### src/clns_pkg.sv
package clns_pkg;

	typedef enum logic [2:0] {
		OP_INIT   = 3'd0,
		OP_CMD    = 3'd1,
		OP_DATA   = 3'd2,
		OP_CLEAR  = 3'd3,
		OP_CURSOR = 3'd4
	} op_t;

	typedef struct packed {
		logic [2:0] operation;
		logic [7:0] byte_value;
		logic [5:0] column;
		logic       row;
	} req_t;

	typedef struct packed {
		logic        reg_select;
		logic        enable;
		logic [3:0]  data_nibble;
		logic [15:0] duration_us;
		logic        last;
	} ivl_t;

	// one queued job: the init script or a single byte transfer
	typedef struct packed {
		logic       is_init;
		logic       rs;
		logic       long_wait;
		logic [7:0] bval;
	} job_t;

	typedef struct packed {
		logic        enable;
		logic [3:0]  nibble;
		logic [15:0] dur;
	} step_t;

	localparam int unsigned QDepth   = 2;
	localparam int unsigned QPtrW    = $clog2(QDepth);
	localparam int unsigned QCntW    = $clog2(QDepth + 1);
	localparam int unsigned StepW    = 5;

	localparam logic [StepW-1:0] LastInitStep = 5'd24;
	localparam logic [StepW-1:0] LastByteStep = 5'd3;

	localparam logic [15:0] DurStrobe  = 16'd1;
	localparam logic [15:0] DurHold    = 16'd100;
	localparam logic [15:0] DurCmd     = 16'd2100;
	localparam logic [15:0] DurClear   = 16'd4100;
	localparam logic [15:0] DurPowerUp = 16'd50000;

	localparam logic [7:0] CmdClear  = 8'h01;
	localparam logic       CursorCmd = 1'b1;

	// init script, steps 1..24: nibbles 3,3,3,2 then bytes 28, 0C, 06, 01
	function automatic step_t init_entry(logic [StepW-1:0] step);
		logic [StepW-1:0] offs;
		logic [3:0]       n;
		step_t            e;
		offs = step - 5'd1;
		n = offs[4:1];
		e.enable = step[0];
		case (n)
			4'd0: begin e.nibble = 4'h3; e.dur = 16'd5100; end
			4'd1: begin e.nibble = 4'h3; e.dur = 16'd250; end
			4'd2: begin e.nibble = 4'h3; e.dur = 16'd250; end
			4'd3: begin e.nibble = 4'h2; e.dur = DurHold; end
			4'd4: begin e.nibble = 4'h2; e.dur = DurHold; end
			4'd5: begin e.nibble = 4'h8; e.dur = DurCmd; end
			4'd6: begin e.nibble = 4'h0; e.dur = DurHold; end
			4'd7: begin e.nibble = 4'hC; e.dur = DurCmd; end
			4'd8: begin e.nibble = 4'h0; e.dur = DurHold; end
			4'd9: begin e.nibble = 4'h6; e.dur = DurCmd; end
			4'd10: begin e.nibble = 4'h0; e.dur = DurHold; end
			4'd11: begin e.nibble = 4'h1; e.dur = DurClear; end
			default: begin e.nibble = 4'h0; e.dur = DurHold; end
		endcase
		if (step[0]) begin
			e.dur = DurStrobe;
		end
		return e;
	endfunction

endpackage

### src/clns_front.sv
module clns_front (
	input  logic                clk,
	input  logic                arst_n,
	input  logic                req_valid,
	output logic                req_stall,
	input  clns_pkg::req_t      req,
	output logic                head_valid,
	output clns_pkg::job_t      head,
	input  logic                pop
);

	clns_pkg::job_t                  job;
	logic                            job_ok;
	logic [6:0]                      addr;
	clns_pkg::job_t                  mem_q [clns_pkg::QDepth];
	logic [clns_pkg::QPtrW-1:0]      wr_ptr_q;
	logic [clns_pkg::QPtrW-1:0]      rd_ptr_q;
	logic [clns_pkg::QCntW-1:0]      count_q;
	logic                            push;
	logic                            do_pop;

	assign addr = {req.row, 6'b0} + {1'b0, req.column};

	always_comb begin
		job = '0;
		job_ok = 1'b1;
		case (req.operation)
			clns_pkg::OP_INIT: begin
				job.is_init = 1'b1;
			end
			clns_pkg::OP_CMD: begin
				job.bval = req.byte_value;
			end
			clns_pkg::OP_DATA: begin
				job.rs = 1'b1;
				job.bval = req.byte_value;
			end
			clns_pkg::OP_CLEAR: begin
				job.long_wait = 1'b1;
				job.bval = clns_pkg::CmdClear;
			end
			clns_pkg::OP_CURSOR: begin
				job.bval = {clns_pkg::CursorCmd, addr};
			end
			default: begin
				job_ok = 1'b0;
			end
		endcase
	end

	assign req_stall  = (count_q == clns_pkg::QCntW'(clns_pkg::QDepth));
	assign head_valid = (count_q != '0);
	assign head       = mem_q[rd_ptr_q];
	assign push       = req_valid && !req_stall && job_ok;
	assign do_pop     = pop && head_valid;

	always_ff @(posedge clk) begin
		if (push) begin
			mem_q[wr_ptr_q] <= job;
		end
	end

	always_ff @(posedge clk or negedge arst_n) begin
		if (!arst_n) begin
			wr_ptr_q <= '0;
			rd_ptr_q <= '0;
			count_q  <= '0;
		end else begin
			if (push) begin
				wr_ptr_q <= wr_ptr_q + 1'b1;
			end
			if (do_pop) begin
				rd_ptr_q <= rd_ptr_q + 1'b1;
			end
			if (push && !do_pop) begin
				count_q <= count_q + 1'b1;
			end else if (!push && do_pop) begin
				count_q <= count_q - 1'b1;
			end
		end
	end

`ifndef SYNTHESIS
	a_count_bound: assert property (@(posedge clk) disable iff (!arst_n)
		count_q <= clns_pkg::QCntW'(clns_pkg::QDepth))
		else $error("queue count overflow");
	a_pop_only_nonempty: assert property (@(posedge clk) disable iff (!arst_n)
		pop |-> head_valid)
		else $error("pop from empty queue");
	a_no_push_when_full: assert property (@(posedge clk) disable iff (!arst_n)
		req_stall |-> !push)
		else $error("push into full queue");
`endif

endmodule

### src/clns_back.sv
module clns_back (
	input  logic                clk,
	input  logic                arst_n,
	input  logic                head_valid,
	input  clns_pkg::job_t      head,
	output logic                pop,
	output logic                ivl_valid,
	input  logic                ivl_stall,
	output clns_pkg::ivl_t      ivl
);

	logic [clns_pkg::StepW-1:0] step_q;
	logic [3:0]                 held_nibble_q;
	logic                       held_select_q;
	logic                       ivl_valid_q;
	clns_pkg::ivl_t             ivl_q;
	clns_pkg::ivl_t             cur;
	clns_pkg::step_t            ient;
	logic                       last_step;
	logic                       fire;

	assign ient = clns_pkg::init_entry(step_q);
	assign last_step = head.is_init ? (step_q == clns_pkg::LastInitStep)
		: (step_q == clns_pkg::LastByteStep);

	always_comb begin
		cur.last = last_step;
		if (head.is_init) begin
			if (step_q == '0) begin
				cur.reg_select  = held_select_q;
				cur.enable      = 1'b0;
				cur.data_nibble = held_nibble_q;
				cur.duration_us = clns_pkg::DurPowerUp;
			end else begin
				cur.reg_select  = 1'b0;
				cur.enable      = ient.enable;
				cur.data_nibble = ient.nibble;
				cur.duration_us = ient.dur;
			end
		end else begin
			cur.reg_select  = head.rs;
			cur.enable      = ~step_q[0];
			cur.data_nibble = step_q[1] ? head.bval[3:0] : head.bval[7:4];
			if (!step_q[0]) begin
				cur.duration_us = clns_pkg::DurStrobe;
			end else if (!step_q[1]) begin
				cur.duration_us = clns_pkg::DurHold;
			end else begin
				cur.duration_us = head.long_wait ? clns_pkg::DurClear : clns_pkg::DurCmd;
			end
		end
	end

	assign fire      = head_valid && (!ivl_valid_q || !ivl_stall);
	assign pop       = fire && last_step;
	assign ivl_valid = ivl_valid_q;
	assign ivl       = ivl_q;

	always_ff @(posedge clk) begin
		if (fire) begin
			ivl_q <= cur;
		end
	end

	always_ff @(posedge clk or negedge arst_n) begin
		if (!arst_n) begin
			step_q        <= '0;
			held_nibble_q <= '0;
			held_select_q <= 1'b0;
			ivl_valid_q   <= 1'b0;
		end else begin
			if (fire) begin
				ivl_valid_q <= 1'b1;
				step_q <= last_step ? '0 : step_q + 1'b1;
				if (cur.enable) begin
					held_nibble_q <= cur.data_nibble;
					held_select_q <= cur.reg_select;
				end
			end else if (!ivl_stall) begin
				ivl_valid_q <= 1'b0;
			end
		end
	end

`ifndef SYNTHESIS
	a_step_bound: assert property (@(posedge clk) disable iff (!arst_n)
		step_q <= clns_pkg::LastInitStep)
		else $error("step counter out of range");
	a_byte_step_bound: assert property (@(posedge clk) disable iff (!arst_n)
		(head_valid && !head.is_init) |-> (step_q <= clns_pkg::LastByteStep))
		else $error("byte job step out of range");
	a_strobe_width: assert property (@(posedge clk) disable iff (!arst_n)
		(ivl_valid_q && ivl_q.enable) |-> (ivl_q.duration_us == clns_pkg::DurStrobe))
		else $error("enable strobe not 1 us");
	a_restart: assert property (@(posedge clk) disable iff (!arst_n)
		pop |=> (step_q == '0))
		else $error("step not reset after job");
`endif

endmodule

### src/char_lcd_nibble_sequencer.sv
// Character LCD sequencer, 4-bit bus.
// Request channel (req_valid/req_stall/req): one item per request: init,
// command byte, data byte, clear or set cursor. Unused operation codes are
// accepted and dropped. A two-entry job queue sits behind the request port,
// so req_stall rises only when that queue is full.
// Interval channel (ivl_valid/ivl_stall/ivl): one item per pin interval with
// register select, enable, D4..D7 and hold time in us; last marks the final
// interval of a request.
// The first interval of a request is registered in the job queue and then in
// the output register. The interval sequencer emits one interval per cycle
// while a job is queued and ivl_stall does not hold it; a byte request is 4
// intervals and init is 25.
// Reset empties the queue and clears the output valid flag and the held pin levels (zero).
// While ivl_stall is high the pending interval holds and the sequencer
// pauses; requests keep being taken until the queue fills.
module char_lcd_nibble_sequencer (
	input  logic                clk,
	input  logic                arst_n,
	input  logic                req_valid,
	output logic                req_stall,
	input  clns_pkg::req_t      req,
	output logic                ivl_valid,
	input  logic                ivl_stall,
	output clns_pkg::ivl_t      ivl
);

	logic           head_valid;
	clns_pkg::job_t head;
	logic           pop;

	clns_front u_front (
		.clk        (clk),
		.arst_n     (arst_n),
		.req_valid  (req_valid),
		.req_stall  (req_stall),
		.req        (req),
		.head_valid (head_valid),
		.head       (head),
		.pop        (pop)
	);

	clns_back u_back (
		.clk        (clk),
		.arst_n     (arst_n),
		.head_valid (head_valid),
		.head       (head),
		.pop        (pop),
		.ivl_valid  (ivl_valid),
		.ivl_stall  (ivl_stall),
		.ivl        (ivl)
	);

endmodule

### config.mk
export PLATFORM = sky130hd
export DESIGN_NAME = char_lcd_nibble_sequencer
export DESIGN_NICKNAME = d
export VERILOG_FILES = /design/src/clns_pkg.sv /design/src/clns_front.sv /design/src/clns_back.sv /design/src/char_lcd_nibble_sequencer.sv
export SDC_FILE = /design/constraint.sdc
export NUM_CORES = 1
export LEC_CHECK = 0
export ABC_AREA = 1
export BUFFER_PORTS_ARGS = -buffer_cell sky130_fd_sc_hd__buf_2
export CORE_MARGIN = 4
export CORE_UTILIZATION = 56
export DETAILED_ROUTE_END_ITERATION = 16
export PLACE_DENSITY_LB_ADDON = 0.08
export SLEW_MARGIN = 40
export SYNTH_ARGS = -nofsm -noshare
export SYNTH_HDL_FRONTEND = slang
export SYNTH_SLANG_ARGS = --single-unit
### constraint.sdc
create_clock -name clk -period 2.7 [get_ports clk]
set_clock_uncertainty 0.1 [all_clocks]
set_input_delay 0.135 -clock clk [delete_from_list [all_inputs] [get_ports clk]]
set_output_delay 0.135 -clock clk [all_outputs]
set_load 0.02 [all_outputs]
==> results.toml <==
[critical_path]
endpoint_kind = "flip-flop"
critPathLaunchType = "flip-flop"
required_ns = 2.65
path_class = "reg2reg"
cp_max_fo = 9
arrival_ns = 2.30

[placement]
pre_cts_ws_ns = 0.3735
dp.cells = 407
portBuffers = 44
hpwl_mm = 4.003
place_area_um2 = 3133
finalWeightedCongestion = 0.8857

[global_routing]
grt_first_pass_wirelength_mm = 9.025
grt_start_max_net_pins = 22
grt-ovfl-total = 0
grt_pass1_vias = 1989
antenna_found_initial = 0
grt_usage_pct = 18.30

[power_and_ir_drop]
seq_power_share_pct = 36.3
p_leak_nw = 1.493
pwr-share-comb_pct = 52.3
p_sw_mw = 1.821
p_per_area_nw_per_um2 = 1216
p_int_mw = 2.118
peakVddDrop_uv = 583.4
pwr-share-clk_pct = 11.4
swShare_pct = 46.23

[route]
drc = 0
ant_nets = 0
drtIter0Drc = 142
top_layer = "met4"
wire_per_inst_um = 12.49
totalWireLength_mm = 5.208
met3_length_um = 290
via_per_inst = 4.971
drtPass1Iterations = 5
via_count = 2073
m1WireLength_mm = 2.362
route.met2.wl_mm = 2.508

[clocking]
cts.sinks = 54
cts_setup_buffers = 0
htreeDepth = 2
clk_pin_slew_ns = 0.10
insertion_delay_ns = 0.30
cts_tree = "yes"
cts_made_buffers = 5
cts_buffer_depth = 2
cts_resized = 0
cts-root-buf = "clkbuf_8"

[layout]
diodes = 0
synthToLayoutAreaGrowth_pct = 13.06
multi_input_area_um2 = 1096
nFillCells = 403
ff_latch_area_um2 = 1546
fin_area_um2 = 3239
fin_cells = 417
fin_nets = 379
layout-drive-gt1-share_pct = 26.00

[sta]
setup_ws_ns = 0.3541
max_freq_mhz = 426.3
finalHoldViolCount = 0
finalMaxSlewViolations = 0
holdWs_ns = 0.03240
post-route-period-util_pct = 86.88
setup_viol = 0
rsz0062_at_grt = "no"
post-route-min-period_ns = 2.346
setup_tns_ns = 0

[synth]
synth_cells = 300
synth.distinct_cells = 39
synth.yosys.seq_area_share_pct = 53.97
yosys-top-cells-area = "edfxtp_1, dfrtp_1, nand2_1"
yosysWarnings = 0
avgSynthCellArea_um2 = 9.551
yosysTopAreaCellShare_pct = 40.87
ys_ff_latch = 54
syn_area_um2 = 2865
yosys.area.top_type = "edfxtp_1"

[hold_path]
min_path_type = "in2reg"

[run]
max-cap-violations = 0

[die]
rows = 25
die_x_um = 79.53
fp.dieH_um = 79.53
core_region_area_um2 = 4848
dieArea_um2 = 6325
io_pins = 47
start_util_pct = 59.10

[run_status]
status = "complete, no violations"
[cell type report]
type | instances | share of cell area (%)
well taps | 67 | 2.588
repair buffers | 51 | 8.575
flip-flops and latches | 54 | 47.74
clock buffers | 6 | 2.240
clock inverters | 2 | 0.4249
multi-input cells | 200 | 33.84
inverters | 37 | 4.596
[final timing paths]
kind | slack [ns] | from | endpoint | cells after the start
setup / recovery | 0.35 | u_back.step_q[0] | u_back.ivl[3] | 8
hold / removal | 0.03 | req[1] | u_front.mem_q[1][0] | 3
hold reg to reg | 0.39 | u_back.held_nibble_q[1] | u_back.held_nibble_q[1] | 2
min in group asynchronous | 0.16 | arst_n | u_back.held_select_q | 2
max in group asynchronous | 2.07 | arst_n | u_front.rd_ptr_q | 2
setup reg to reg | 0.35 | u_back.step_q[0] | u_back.ivl[3] | 8
[placed cells by master, fill, tap and decap left out, types with 2 or more instances in the layout]
cell	netlist	layout
nand2_1	74	74
buf_2	2	44
edfxtp_1	39	39
inv_1	29	29
nor2_1	27	27
o21ai_0	21	21
dfrtp_1	15	15
nand3_1	12	12
nand2_2	8	8
a21oi_1	8	8
ha_1	8	8
inv_2	5	5
o21ai_1	5	5
clkbuf_8	0	5
buf_4	6	5
nand2_4	4	4
nor2_4	4	4
nand3_2	4	4
xor2_1	3	3
inv_4	2	2
nor2_2	2	2
xnor2_1	2	2
nor3_1	2	2
inv_6	1	2
conb_1	1	2
dlygate4sd3_1	0	2
[Yosys cell counts (all sizes together)]
master	count
a21oi	9
buf	10
conb	1
dfrtp	15
edfxtp	39
ha	8
inv	37
mux2i	1
nand2	86
nand3	17
nand4	2
nor2	33
nor3	3
nor3b	1
o21a	1
o21ai	27
o21bai	1
o22ai	1
o31ai	1
o32ai	1
or2	1
xnor2	2
xor2	3
[sequential cells by signal (all words and copies together) (netlist names), 2 cells and up]
register,flops
u_back.step_q,5
u_front.count_q,2
u_back.held_nibble_q,4
u_back.ivl,17
u_front.mem_q,22
[per-stage QoR]
| step | util [%] | power (mW) |
|---|---|---|
| 2_1_floorplan | - | 3.037 |
| 3_3_place_gp | 64.62 | 3.471 |
| 3_5_place_dp | 64.62 | 3.511 |
| 4_1_cts | 66.81 | 3.956 |
| 5_1_grt | 66.81 | 4.269 |
| 6_report | 66.81 | 3.939 |
[critical path, stage by stage (launching register included)]
cell     delay, ns
dfrtp_1       0.57
inv_4         0.12
ha_1          0.29
xnor2_1       0.30
inv_1         0.10
ha_1          0.30
nand2_1       0.08
o21ai_0       0.14
o21ai_0       0.10
[per-layer routing]
layer / vias to the layer above / global-route usage (%)
met2: 58 / 30.72
li1: 1070 / -
met5: - / 0
met4: 0 / 4.983
met3: 4 / 3.499
met1: 941 / 24.29
[cells by family after synthesis]
| group | count (synthesis) | synth area share [%] |
|---|---|---|
| and+or+nand+nor | 143 | 24.50 |
| DFF | 54 | 53.97 |
| buffers and inverters | 47 | 7.904 |
| AOI/OAI and AO/OA | 41 | 8.123 |
| adders and majority gates | 8 | 3.494 |
| xor gates and xnor gates | 5 | 1.529 |
| other | 1 | 0.1309 |
| muxes | 1 | 0.3494 |
[power groups by stage]
| stage | logic, mW | registers (mW) | clock network, mW |
|---|---|---|---|
| 6_report | 2.06 | 1.43 | 0.449 |
| 5_1_grt | 2.31 | 1.47 | 0.489 |
| 4_1_cts | 2.07 | 1.43 | 0.456 |
| 3_5_place_dp | 2.06 | 1.45 | 0 |
| 3_3_place_gp | 2.03 | 1.44 | 0 |
| 2_1_floorplan | 1.43 | 1.60 | 0 |
[what timing repair did]
item,in CTS,in global routing
hold buffers,2,0
endpoints found under the hold margin,16,0
setup endpoints to repair,0,0
Note: power is estimated with default switching activity, not from simulation.
